<file path="config.mk">
export PLATFORM = sky130hd
export DESIGN_NAME = mark_bitmap_free_area_extractor
export DESIGN_NICKNAME = d
export VERILOG_FILES = /design/src/hw/rtl/mbfa_pkg.sv /design/src/hw/rtl/mbfa_sweep_core.sv /design/src/hw/rtl/mbfa_result_fifo.sv /design/src/hw/rtl/mark_bitmap_free_area_extractor.sv
export SDC_FILE = /design/constraint.sdc
export NUM_CORES = 1
export LEC_CHECK = 0
export BUFFER_PORTS_ARGS = -buffer_cell sky130_fd_sc_hd__buf_2
export CAP_MARGIN = 20
export CORE_ASPECT_RATIO = 1.2
export CORE_MARGIN = 2
export CORE_UTILIZATION = 56
export DETAILED_ROUTE_END_ITERATION = 8
export GPL_ROUTABILITY_DRIVEN = 0
export PLACE_DENSITY = 0.74
export SLEW_MARGIN = 20
export SYNTH_ARGS = -nofsm -noshare
export SYNTH_HDL_FRONTEND = slang
export SYNTH_SLANG_ARGS = --single-unit
export TNS_END_PERCENT = 10
</file>
<file path="constraint.sdc">
create_clock -name clk -period 8.5 [get_ports clk]
set_clock_uncertainty 0.2 [all_clocks]
set_input_delay 0.425 -clock clk [delete_from_list [all_inputs] [get_ports clk]]
set_output_delay 0.425 -clock clk [all_outputs]
set_load 0.05 [all_outputs]
</file>
<file path="src/hw/rtl/mbfa_pkg.sv">
// Package for the mark bitmap free area extractor.
// Field widths, command and result codes, result and sweep state types.
// No dependencies.
`default_nettype none

package mbfa_pkg;

	localparam int CARD_W = 13;
	localparam int LEN_W  = 14;
	localparam int CNT_W  = 13;

	localparam int CARDS_PER_BLOCK_DEF = 8192;
	localparam logic [LEN_W-1:0] MIN_FREE_RESET = 14'd32;
	localparam logic [LEN_W-1:0] LEN_MAX = {LEN_W{1'b1}};
	localparam logic [CNT_W-1:0] CNT_MAX = {CNT_W{1'b1}};

	localparam logic CMD_MARK = 1'b0;
	localparam logic CMD_END  = 1'b1;

	localparam logic KIND_AREA    = 1'b0;
	localparam logic KIND_SUMMARY = 1'b1;

	localparam int RES_FIFO_DEPTH = 4;
	localparam int RES_PTR_W = $clog2(RES_FIFO_DEPTH);

	typedef struct packed {
		logic              kind;
		logic [CARD_W-1:0] start_card;
		logic [LEN_W-1:0]  cards;
		logic [CNT_W-1:0]  total;
		logic [LEN_W-1:0]  free_total;
		logic              last;
	} result_t;

	typedef struct packed {
		logic [LEN_W-1:0]  scan;
		logic              have_prev;
		logic [LEN_W-1:0]  prev_rem;
		logic [CNT_W-1:0]  area_cnt;
		logic [LEN_W-1:0]  free_sum;
		logic [CARD_W-1:0] first_start;
		logic [LEN_W-1:0]  first_len;
	} sweep_state_t;

endpackage

`default_nettype wire

</file>
<file path="src/hw/rtl/mbfa_sweep_core.sv">
// Gap check and state update for one item of the free area sweep.
// Combinational; depends on mbfa_pkg.
`default_nettype none

module mbfa_sweep_core #(
	parameter int CARDS_PER_BLOCK = mbfa_pkg::CARDS_PER_BLOCK_DEF
) (
	input  mbfa_pkg::sweep_state_t             state,
	input  logic [mbfa_pkg::LEN_W-1:0]         min_free,
	input  logic                               cmd,
	input  logic [mbfa_pkg::CARD_W-1:0]        card,
	input  logic [mbfa_pkg::LEN_W-1:0]         size,
	output mbfa_pkg::sweep_state_t             state_next,
	output mbfa_pkg::result_t                  res0,
	output mbfa_pkg::result_t                  res1,
	output logic [1:0]                         push_cnt
);

	localparam int END_W = $clog2(CARDS_PER_BLOCK + 1);
	localparam int CW = (END_W > mbfa_pkg::LEN_W + 1) ? END_W : mbfa_pkg::LEN_W + 1;
	localparam logic [CW-1:0] BLOCK_END = CW'(CARDS_PER_BLOCK);
	localparam logic [CW-1:0] LEN_MAX_W = CW'(mbfa_pkg::LEN_MAX);

	logic [CW-1:0]                  end_w, scan_w, rem_w, gap, gap2, min_w;
	logic [CW-1:0]                  start_w;
	logic                           in_block, rem_blocks, found;
	logic [mbfa_pkg::LEN_W-1:0]     len;
	logic [mbfa_pkg::LEN_W:0]       sum_ext;
	mbfa_pkg::sweep_state_t         upd;
	mbfa_pkg::result_t              area, summary;

	always_comb begin
		scan_w   = CW'(state.scan);
		rem_w    = state.have_prev ? CW'(state.prev_rem) : '0;
		end_w    = (cmd == mbfa_pkg::CMD_END) ? BLOCK_END : CW'(card);
		in_block = (cmd == mbfa_pkg::CMD_END) || (CW'(card) < BLOCK_END);
		gap      = (end_w > scan_w) ? end_w - scan_w : '0;
		rem_blocks = rem_w > gap;
		gap2     = gap - rem_w;
		start_w  = scan_w + rem_w;
		min_w    = (min_free == '0) ? CW'(1) : CW'(min_free);
		found    = in_block && !rem_blocks && (gap2 >= min_w);
		len      = (gap2 > LEN_MAX_W) ? mbfa_pkg::LEN_MAX : gap2[mbfa_pkg::LEN_W-1:0];
		sum_ext  = {1'b0, state.free_sum} + {1'b0, len};

		upd = state;
		if (found) begin
			if (state.area_cnt == '0) begin
				upd.first_start = start_w[mbfa_pkg::CARD_W-1:0];
				upd.first_len   = len;
			end
			if (state.area_cnt != mbfa_pkg::CNT_MAX)
				upd.area_cnt = state.area_cnt + 1'b1;
			upd.free_sum = sum_ext[mbfa_pkg::LEN_W] ? mbfa_pkg::LEN_MAX
				: sum_ext[mbfa_pkg::LEN_W-1:0];
		end

		area.kind       = mbfa_pkg::KIND_AREA;
		area.start_card = start_w[mbfa_pkg::CARD_W-1:0];
		area.cards      = len;
		area.total      = '0;
		area.free_total = '0;
		area.last       = 1'b0;

		summary.kind       = mbfa_pkg::KIND_SUMMARY;
		summary.start_card = upd.first_start;
		summary.cards      = upd.first_len;
		summary.total      = upd.area_cnt;
		summary.free_total = upd.free_sum;
		summary.last       = 1'b1;

		state_next = upd;
		res0 = area;
		res1 = summary;
		push_cnt = 2'd0;
		if (cmd == mbfa_pkg::CMD_END) begin
			state_next = '0;
			if (found) begin
				push_cnt = 2'd2;
			end else begin
				res0 = summary;
				push_cnt = 2'd1;
			end
		end else if (in_block) begin
			state_next.have_prev = 1'b1;
			state_next.prev_rem  = (size == '0) ? '0 : size - 1'b1;
			state_next.scan      = {1'b0, card} + 1'b1;
			push_cnt = found ? 2'd1 : 2'd0;
		end
	end

endmodule

`default_nettype wire

</file>
<file path="src/hw/rtl/mbfa_result_fifo.sv">
// Small result queue taking up to two results per cycle, one out per cycle.
// Depends on mbfa_pkg.
`default_nettype none

module mbfa_result_fifo (
	input  logic                   clk,
	input  logic                   arst_n,
	input  logic [1:0]             push_cnt,
	input  mbfa_pkg::result_t      push0,
	input  mbfa_pkg::result_t      push1,
	input  logic                   pop,
	output logic                   room2,
	output logic                   not_empty,
	output mbfa_pkg::result_t      head
);

	localparam int PW = mbfa_pkg::RES_PTR_W;

	mbfa_pkg::result_t mem_q [mbfa_pkg::RES_FIFO_DEPTH];
	logic [PW-1:0]     wr_ptr_q, rd_ptr_q;
	logic [PW:0]       count_q;
	logic              do_pop;

	assign not_empty = count_q != '0;
	assign room2     = count_q <= (PW+1)'(mbfa_pkg::RES_FIFO_DEPTH - 2);
	assign head      = mem_q[rd_ptr_q];
	assign do_pop    = pop && not_empty;

	always_ff @(posedge clk) begin
		if (push_cnt != 2'd0)
			mem_q[wr_ptr_q] <= push0;
		if (push_cnt == 2'd2)
			mem_q[wr_ptr_q + 1'b1] <= push1;
	end

	always_ff @(posedge clk or negedge arst_n) begin
		if (!arst_n) begin
			wr_ptr_q <= '0;
			rd_ptr_q <= '0;
			count_q  <= '0;
		end else begin
			wr_ptr_q <= wr_ptr_q + PW'(push_cnt);
			if (do_pop)
				rd_ptr_q <= rd_ptr_q + 1'b1;
			count_q <= count_q + (PW+1)'(push_cnt) - (PW+1)'(do_pop);
		end
	end

endmodule

`default_nettype wire

</file>
<file path="src/hw/rtl/mark_bitmap_free_area_extractor.sv">
// Top level of the mark bitmap free area extractor.
// Depends on mbfa_pkg, mbfa_sweep_core and mbfa_result_fifo.
//
// Takes one item per cycle unless stalled: an input register feeds the gap
// check, and its results are written into a four-entry result queue. A
// live-object item gives at most one result; an end-of-block item gives
// the summary, preceded by a free area when the gap up to the block end
// qualifies. The output port delivers one result per cycle while out_stall
// is low, so a block end with a final area needs one extra output transfer.
// Input stalls while an item waits in the input register and the queue has
// fewer than two free entries.
`default_nettype none

module mark_bitmap_free_area_extractor #(
	parameter int CARDS_PER_BLOCK = mbfa_pkg::CARDS_PER_BLOCK_DEF
) (
	input  logic                          clk,
	input  logic                          arst_n,
	input  logic                          cfg_wr_en,
	input  logic [mbfa_pkg::LEN_W-1:0]    cfg_wr_data,
	input  logic                          in_valid,
	output logic                          in_stall,
	input  logic                          cmd,
	input  logic [mbfa_pkg::CARD_W-1:0]   card_index,
	input  logic [mbfa_pkg::LEN_W-1:0]    object_cards,
	output logic                          out_valid,
	input  logic                          out_stall,
	output logic                          kind,
	output logic [mbfa_pkg::CARD_W-1:0]   area_start_card,
	output logic [mbfa_pkg::LEN_W-1:0]    area_cards,
	output logic [mbfa_pkg::CNT_W-1:0]    area_total,
	output logic [mbfa_pkg::LEN_W-1:0]    free_cards_total,
	output logic                          last
);

	logic [mbfa_pkg::LEN_W-1:0]   min_free_q;
	logic                         valid_s1;
	logic                         cmd_s1;
	logic [mbfa_pkg::CARD_W-1:0]  card_s1;
	logic [mbfa_pkg::LEN_W-1:0]   size_s1;
	mbfa_pkg::sweep_state_t       state_q, state_next;
	mbfa_pkg::result_t            res0, res1, head;
	logic [1:0]                   core_push;
	logic                         room2, proc, in_xfer;

	assign proc     = valid_s1 && room2;
	assign in_stall = valid_s1 && !room2;
	assign in_xfer  = in_valid && !in_stall;

	always_ff @(posedge clk or negedge arst_n) begin
		if (!arst_n) begin
			min_free_q <= mbfa_pkg::MIN_FREE_RESET;
			valid_s1   <= 1'b0;
			state_q    <= '0;
		end else begin
			if (cfg_wr_en)
				min_free_q <= cfg_wr_data;
			if (in_xfer)
				valid_s1 <= 1'b1;
			else if (proc)
				valid_s1 <= 1'b0;
			if (proc)
				state_q <= state_next;
		end
	end

	always_ff @(posedge clk) begin
		if (in_xfer) begin
			cmd_s1  <= cmd;
			card_s1 <= card_index;
			size_s1 <= object_cards;
		end
	end

	mbfa_sweep_core #(
		.CARDS_PER_BLOCK(CARDS_PER_BLOCK)
	) u_core (
		.state      (state_q),
		.min_free   (min_free_q),
		.cmd        (cmd_s1),
		.card       (card_s1),
		.size       (size_s1),
		.state_next (state_next),
		.res0       (res0),
		.res1       (res1),
		.push_cnt   (core_push)
	);

	mbfa_result_fifo u_fifo (
		.clk       (clk),
		.arst_n    (arst_n),
		.push_cnt  (proc ? core_push : 2'd0),
		.push0     (res0),
		.push1     (res1),
		.pop       (!out_stall),
		.room2     (room2),
		.not_empty (out_valid),
		.head      (head)
	);

	assign kind             = head.kind;
	assign area_start_card  = head.start_card;
	assign area_cards       = head.cards;
	assign area_total       = head.total;
	assign free_cards_total = head.free_total;
	assign last             = head.last;

endmodule

`default_nettype wire

</file>
# ---- Word-level counts from Yosys, hierarchy flattened
# Memory sizes are Yosys's and may differ from the RTL's.
# Cells that the tools add are included.
dict set report classes {
  n_reduce_logical 15
  muxes 24
  magnitude_cmp 5
  n_eq_ne 2
  add_sub_neg 12
}
# op n
set op_table {}
lappend op_table {{56-bit two-way mux} 2}
lappend op_table {{54-bit two-way mux} 2}
lappend op_table {{14-bit two-way mux} 6}
lappend op_table {{29-bit two-way mux} 1}
lappend op_table {{14-bit logical NOT} 2}
lappend op_table {{27-bit two-way mux} 1}
lappend op_table {{14-bit by 14-bit adder with 15-bit output} 1}
lappend op_table {{15-bit greater-or-equal comparator} 1}
lappend op_table {{14-bit by 15-bit > comparator with 1-bit output} 1}
lappend op_table {{15-bit by 14-bit > comparator with 1-bit output (second input constant)} 1}
lappend op_table {{15-bit two-way mux} 1}
lappend op_table {{14-bit by 14-bit subtractor with 15-bit output} 1}
lappend op_table {{15-bit by 14-bit subtractor with 15-bit output} 1}
lappend op_table {{13-bit by 1-bit adder with 14-bit output (second input constant)} 1}
lappend op_table {{14-bit > comparator} 1}
lappend op_table {{14-bit by 1-bit subtractor with 14-bit output (second input constant)} 1}
lappend op_table {{13-bit by 1-bit adder with 13-bit output (second input constant)} 1}
lappend op_table {{13-bit adder} 1}
lappend op_table {{13-bit logical NOT} 1}
lappend op_table {{13-bit two-way mux} 1}
lappend op_table {{13-bit inequality test (second input constant)} 1}
lappend op_table {{1-bit two-way mux} 7}
lappend op_table {{2-bit two-way mux} 3}
lappend op_table {{1-bit logical AND} 5}
lappend op_table {{other kinds (9)} 14}
dict set report totals {
  mem_bits_rw 224
  output_inout_bits 58
  wordCells 74
  reg_bits 133
  inputBits 47
  mem_count 1
}
# memory words word_bits read_ports rd_clocked_by_memory_dff wr line_no
set mem_list {}
lappend mem_list {u_fifo.mem_q 4 56 1 0 2 mbfa_result_fifo.sv:19} ;# mbfa_pkg::result_t mem_q [mbfa_pkg::RES_FIFO_DEPTH];

# ---- Logic depth before layout (Yosys ltp)
# Gate-level depths: netlist of run 1.
dict set report depth {
  ltp_word 12
  depth_mapped 40
  mapped_depth_nobuf 32
}

# ---- Modules after synthesis
# Synthesis of run 1 repeated with hierarchy kept, for this count alone.
dict set report unflattened {
  cells_unflattened 1673
  area_unflattened_um2 22226.3
}
# module area_each_um2 seq_area_each_um2 instances cells_per_inst
set by_module_without_submodules {}
lappend by_module_without_submodules {mbfa_result_fifo 11518.5 6901.6 1 582}
lappend by_module_without_submodules {mbfa_sweep_core 5915.7 0.0 1 850}
lappend by_module_without_submodules {mark_bitmap_free_area_extractor 4792.1 3294.4 1 241}

# ---- Least setup slack after synthesis of run 1
# No wires, ideal clock.
dict set report synth_path {
  path_kind {register to register}
  start {reg cmd_s1}
  end {mem u_fifo.mem_q[3][10] (netlist bit), enable pin}
  n_path_buf 10
  required_ps 7887
  setup_time_ps 413
  stages_incl_launch_ff 33
  period_less_slack_ps 9326
  arrival_time_ps 8713
  setup_slack_ps -826
  path_cell_list {edfxtp_1 buf_2 buf_1 clkbuf_1 nor2b_1 ha_1 a2111o_1 o2111ai_2 a21oi_2 o21ai_1 clkbuf_1 nor2_1 fa_1 a211oi_1 o21ai_0 a31oi_1 xnor2_1 ha_1 a21o_1 a21o_1 a221o_1 o2111ai_1 a31oi_1 mux2_4 buf_6 buf_6 buf_2 ha_1 clkbuf_1 or3_1 clkbuf_1 clkbuf_1 nand2_1}
}
# element line_no
set synth_lines {}
lappend synth_lines {{start, declared} mark_bitmap_free_area_extractor.sv:38} ;# logic cmd_s1;
lappend synth_lines {{start signal, assigned} mark_bitmap_free_area_extractor.sv:69} ;# cmd_s1 <= cmd;
lappend synth_lines {{end, declared} mbfa_result_fifo.sv:19}

==> results of run 1 <==
## per-stage QoR
stage	utilization [%]	cell area [sq um]
6_report	65.0	22800
2_1_floorplan	-	20100
3_3_place_gp	59.5	20900
4_1_cts	64.6	22700
3_5_place_dp	59.5	20900
5_1_grt	65.0	22800
## area by class of cell
class	instances	area, sq um	area share (%)
clock buffer	54	1110	4.88
clock inverter	17	221	0.970
inverter	72	270	1.18
multi-input combinational	1269	9300	40.7
sequential	353	10000	44.0
tap	462	578	2.53
timing repair buffer	183	1300	5.70
## state kept, by name, summed over array words and instances, names as in the netlist
name / flops
min_free_q: 14
u_fifo.mem_q: 220
u_fifo.count_q: 3
size_s1: 14
state_q: 83
cmd_s1: 1
valid_s1: 1
u_fifo.wr_ptr_q: 2
u_fifo.rd_ptr_q: 2
card_s1: 13
## layer usage
metal  vias up  wire (um)
li1       7083          -
met5         -          0
met4         0       2080
met3       146       4420
met1      7593      20000
met2       827      27900
## timing repair
item                       4_1_cts  5_1_grt
setup endpoints to repair        0      198
hold buffers                    44        0
setup buffers                    0        4
hold endpoints to repair        82        0
resized for setup                0       11
## Yosys cell counts, types with 9 or more instances
cell	count
xnor2_1	46
nor2_1	91
buf_6	10
o311ai_0	9
o22ai_1	13
mux4_2	55
a21o_1	23
buf_2	14
nand4_1	14
a31oi_1	43
o21ai_0	151
nand3_1	38
nor4_1	16
nand2_1	222
clkbuf_1	70
buf_1	12
inv_1	70
or3_1	13
nand2b_1	13
a22oi_1	11
o2bb2ai_1	56
and3_1	19
a22o_1	57
nor3_1	23
dfrtp_1	104
edfxtp_1	244
a21oi_1	79
xor2_1	24
ha_1	79
o221ai_1	11
nor2b_1	24
## worst min-delay path by stage
stage,endpoint,slack [ns],cells after the start
after floorplan,min_free_q[0]$_DFFE_PN0P_,-0.07,0
after global placement,min_free_q[0]$_DFFE_PN0P_,0.22,1
after detailed placement,min_free_q[0]$_DFFE_PN0P_,0.23,1
after CTS,u_fifo.rd_ptr_q[0]$_DFFE_PN0P_,0.04,3
after global routing,u_fifo.rd_ptr_q[0]$_DFFE_PN0P_,0.07,3
final,u_fifo.rd_ptr_q[0]$_DFFE_PN0P_,0.05,3
## cell families (layout without fill, tap and decap cells)
logic type / after synthesis / in the layout
buffers and inverters: 187 / 326
DFF: 353 / 353
xor gates and xnor gates: 70 / 70
adders and majority gates: 84 / 84
and+or+nand+nor: 512 / 512
AOI/OAI and AO/OA: 539 / 542
muxes: 61 / 61
## worst max-delay path: cells and delay by family (launching register included)
kind / cells / cell delay (ns)
buffers and inverters: 3 / 0.49
AND/OR/NAND/NOR: 4 / 1.08
XOR/XNOR: 1 / 0.22
adder cells (fa/ha/maj): 5 / 1.51
multiplexers: 1 / 0.32
AO/OA/AOI/OAI: 14 / 3.78
flip-flops: 1 / 0.45
==> metrics, run 1 <==
FMAX=about 0.12 GHz; met1 usage=35.3%; min-delay worst type=input pin to flip-flop; Final Critical Period=8.16 ns; I/O Buffers=104; most frequent cells in the layout=edfxtp_1, nand2_1, o21ai_0; mux contribution to synthesized area=under 10%; Synth Area in Compound Gates=a little under a fifth; crit path from=cmd_s1$_DFFE_PP_; share of cells above drive strength 1=16.0%; CTS H-Tree Depth=2; die area=37,300 sq um; num ports=105; Die X=around 180 um; ys flop type=edfxtp_1; DRC violations left=0; Final WS setup=0.336 ns; routed len/inst=approximately 23 um; Hold Slack=between 0.05 and 0.06 ns; Final nets=2,049; Slew Limit Fails=0; DP Worst Slack=0.308 ns; Crit Path Max Fanout=21; synthesized area per cell=around 11 sq um; Clock Sinks=353; largest net degree at the start of global routing=67; Max Buffers Root-to-Sink=3; Post-Route WL=54,400 um; placed cells=2,288; Initial DRC Count=1,703; vias per cell=6.49; Worst-path clk slew=0.06 ns; Critical R2R Launch=cmd_s1$_DFFE_PP_; critical path class=flip-flop to flip-flop; setup TNS=0 ns; status=complete, no violations; Vert. Die Dim=roughly 210 um; worst hold start=out_stall; Worst Setup End Kind=flip-flop; cell mode on critical path=ha_1; Synthesized Nets=~1.9k; total CTS buffers=39; antenna diode count=0; met3 GRT Util=4.57%; asr flop ratio synth=slightly below 30%; post-route insts no fill=between 2k and 2.5k; Area contributors post-synth=edfxtp_1, dfrtp_1, mux4_2, ha_1, nand2_1; CP max stage cell=or3_2; sequential fraction of the synthesis area=50.1%; Synth Instances=1,806; Worst EP arrival=around 8.4 ns; largest family of logic cells by synthesized area=compound AO/OA/AOI/OAI gates; fraction of the mapped netlist area in adder cells=5.43%; via count of the routed design=roughly 16k; XOR/XNOR Fraction of Synth Area=3.06%; TritonCTS clock tree=yes; met2 usage=50.5%; library cells used by synthesis=84; FF+latch count, synth=353; initial antenna violation count=0; Worst Max-Slew Pin Slew=1.00 ns; Starting Density=57.1%; area growth from synthesis to layout=13.9%; most common cell after layout, fill and taps aside=edfxtp_1; Detail Route Antenna Nets=0; final worst path period share=96.0%; GRT Util Overall=between 20% and 30%; 1st-pass router iterations=7; clock root buffer=clkbuf_16; Post-Synth Simple-Gate Area=12.1%; Synth warnings=0; startpoint types=flip-flop; Mapped Area=20,000 sq um; clk_lat worst skew=0.54 ns; Slew HR=33.2%; final setup violation count=0; Yosys top cell area share=36.6%; RSZ-0062 raised after global routing=yes; endpoints failing hold=0; vias in the first global route=15.5k; row count=75; Setup crit end=u_fifo.mem_q[2][43]$_DFFE_PP_; first-pass GRT wire length=83,400 um; worst flop-to-flop path endpoint=u_fifo.mem_q[2][43]$_DFFE_PP_; remaining global-route overflow=0; max_cap viols=0; crit-path max cell delay=0.82 ns; post-detail-place hpwl=35,500 um; WP data required=8.71 ns; cell accounting for the most synthesized area=edfxtp_1; Post-synth EDFFs=about 240; R2R setup slack=0.34 ns; final-layout fill cell count=between 2k and 3k; GRT busiest layer=met2; area of the core=35,100 sq um; FF-to-FF path depth=28
Power of run 1 is not shown: default switching activity piles up to over one toggle a cycle in this logic, so the estimate is an artifact.
==> inputs of run 2 (changes only) <==
--- a/config.mk
+++ b/config.mk
@@ -7,9 +7,11 @@
 export LEC_CHECK = 0
 export BUFFER_PORTS_ARGS = -buffer_cell sky130_fd_sc_hd__buf_2
 export CAP_MARGIN = 20
+export CELL_PAD_IN_SITES_DETAIL_PLACEMENT = 2
+export CELL_PAD_IN_SITES_GLOBAL_PLACEMENT = 2
 export CORE_ASPECT_RATIO = 1.2
 export CORE_MARGIN = 2
-export CORE_UTILIZATION = 56
+export CORE_UTILIZATION = 38
 export DETAILED_ROUTE_END_ITERATION = 8
 export GPL_ROUTABILITY_DRIVEN = 0
 export PLACE_DENSITY = 0.74
==> run 2 against run 1 <==
Compared with the run above:
- sequential cell count unchanged
- count of clock-buffer cells in the layout up 2
- critical path type unchanged
- cell count up 11%
- register-to-register slack about the same
- non-clock buffer count up 9
- routed wire length up 25%
- cell area up 1.5%
- fmax about the same
- sequential share of layout area down 0.64 points
==> metrics, run 2 (synthesis results as in run 1) <==
status=complete, no violations (unchanged); area of the core=52,400 sq um (was 35,100 sq um); CTS H-Tree Depth=2 (unchanged); TritonCTS clock tree=yes (unchanged); GRT Util Overall=24.8% (was 28.7%); most common cell after layout, fill and taps aside=edfxtp_1 (unchanged); R2R setup slack=0.34 ns (about the same); clk_lat worst skew=0.58 ns (was 0.54 ns); remaining global-route overflow=0 (unchanged); FMAX=0.122 GHz (about the same); most frequent cells in the layout=edfxtp_1, nand2_1, o21ai_0 (unchanged); Initial DRC Count=836 (was 1,703); final-layout fill cell count=5,323 (was 2,639); Final nets=2,059 (was 2,049); Starting Density=38.3% (was 57.1%); row count=92 (was 75); DRC violations left=0 (unchanged); Post-Route WL=68,200 um (was 54,400 um); vias in the first global route=17.2k (was 15.5k); via count of the routed design=15.7k (was 15.6k); Max Buffers Root-to-Sink=3 (unchanged); Most flops, register=u_fifo.mem_q (unchanged); initial antenna violation count=0 (unchanged); 1st-pass router iterations=5 (was 7); die area=54,600 sq um (was 37,300 sq um); Slew HR=33.5% (was 33.2%); first-pass GRT wire length=103,000 um (was 83,400 um); Top Registers=u_fifo.mem_q x220, state_q x83 (unchanged); share of cells above drive strength 1=16.4% (was 16.0%); RSZ-0062 raised after global routing=yes (unchanged); routed len/inst=25.6 um (was 22.6 um); Worst Max-Slew Pin Slew=0.994 ns (was 1.00 ns); vias per cell=5.88 (was 6.49); endpoints failing hold=0 (unchanged); Crit Path Max Fanout=13 (was 21); Worst-path clk slew=0.06 ns (about the same); I/O Buffers=104 (unchanged); WP data required=8.73 ns (was 8.71 ns); critical path class=flip-flop to flip-flop (unchanged); final worst path period share=96.0% (about the same); design area=23,200 sq um (was 22,800 sq um); post-detail-place hpwl=45,600 um (was 35,500 um); Detail Route Antenna Nets=0 (unchanged); total CTS buffers=40 (was 39); Slew Limit Fails=0 (unchanged); antenna diode count=0 (unchanged); Worst Setup End Kind=flip-flop (unchanged); num ports=105 (unchanged); startpoint types=flip-flop (unchanged); Die X=214 um (was 177 um); area growth from synthesis to layout=15.6% (was 13.9%); largest net degree at the start of global routing=63 (was 67); Final Critical Period=8.16 ns (about the same); Worst EP arrival=8.40 ns (was 8.37 ns); Clock Sinks=353 (unchanged); max reg flops=220 (unchanged); clock root buffer=clkbuf_16 (unchanged); max_cap viols=0 (unchanged); Vert. Die Dim=256 um (was 211 um); Area after DPL=21,200 sq um (was 20,900 sq um); min-delay worst type=input pin to flip-flop (unchanged); final setup violation count=0 (unchanged)
run 2: changes by cell type in the layout (fill, tap and decap cells not counted), moves of 3 or more:
cell,change
clkinv_4,-3
buf_12,-3
a21oi_1,-4
buf_4,+11
clkinv_2,+3
a21oi_2,+4
run 2: through the flow:
stage | hold WS, ns | cells | worst slack (ns) | util [%] | TNS, ns
after global placement | 0.257 | 2541 | 0.353 | 40.6 | 0
after global routing | 0.0569 | 2664 | -0.124 | 44.2 | -2.71
after CTS | 0.0343 | 2658 | 0.0404 | 43.9 | 0
after floorplan | -0.0706 | 1806 | -0.230 | - | -14.40
after detailed placement | 0.274 | 2541 | 0.115 | 40.6 | 0
final | 0.0767 | 2664 | 0.336 | 44.2 | 0
run 2: cell type report:
class                      count  area, sq um  area share [%]
inverter                      72          270            1.17
tap                          705          882            3.81
timing repair buffer         192         1340            5.76
sequential                   353        10000            43.4
multi-input combinational   1269         9350            40.4
clock buffer                  56         1120            4.85
clock inverter                17          160           0.691
run 2: worst paths after layout:
kind                                              start                              to  cells past startpoint
worst min register to register  state_q[61]$_DFFE_PN0P_         state_q[61]$_DFFE_PN0P_                      2
worst max register to register     card_s1[6]$_DFFE_PP_   u_fifo.mem_q[1][42]$_DFFE_PP_                     27
worst min-delay path                          out_stall  u_fifo.rd_ptr_q[0]$_DFFE_PN0P_                      3
min in group asynchronous                        arst_n       min_free_q[0]$_DFFE_PN0P_                      2
worst max-delay path               card_s1[6]$_DFFE_PP_   u_fifo.mem_q[1][42]$_DFFE_PP_                     27
max in group asynchronous                        arst_n  u_fifo.rd_ptr_q[0]$_DFFE_PN0P_                      3
run 2: what timing repair did:
action / 4_1_cts / 5_1_grt
endpoints found under the setup margin: 0 / 177
hold buffers: 44 / 0
setup buffers: 0 / 3
endpoints found under the hold margin: 104 / 0
resized for setup: 0 / 22
run 2: metal layers:
metal / vias to the layer above / wire [um] / GRT usage [%]
met4: 0 / 2610 / 8.37
met2: 310 / 36700 / 46.5
met3: 134 / 2190 / 3.19
met5: - / 0 / 0
met1: 8104 / 26600 / 28.5
li1: 7108 / - / -
run 2: worst max-delay path, stage by stage, from the launching register on:
cell and delay (ns):
edfxtp_1 0.48, nor2b_1 0.18, ha_1 0.36, a2111o_1 0.47, o2111ai_2 0.22, a21oi_2 0.10, o21ai_1 0.16, or2_2 0.13
ha_1 0.15, inv_1 0.07, fa_1 0.48, a211oi_1 0.31, o21ai_0 0.24, a31oi_1 0.30, xnor2_1 0.21, ha_1 0.31
a21o_1 0.18, a21o_1 0.17, a221o_1 0.35, o2111ai_1 0.32, a31oi_1 0.16, mux2_4 0.32, ha_1 0.50, o21ai_1 0.24
nor2_1 0.48, nand3_4 0.32, o21ai_4 0.35, a22o_1 0.25
Power of run 2 is left out for the same reason.
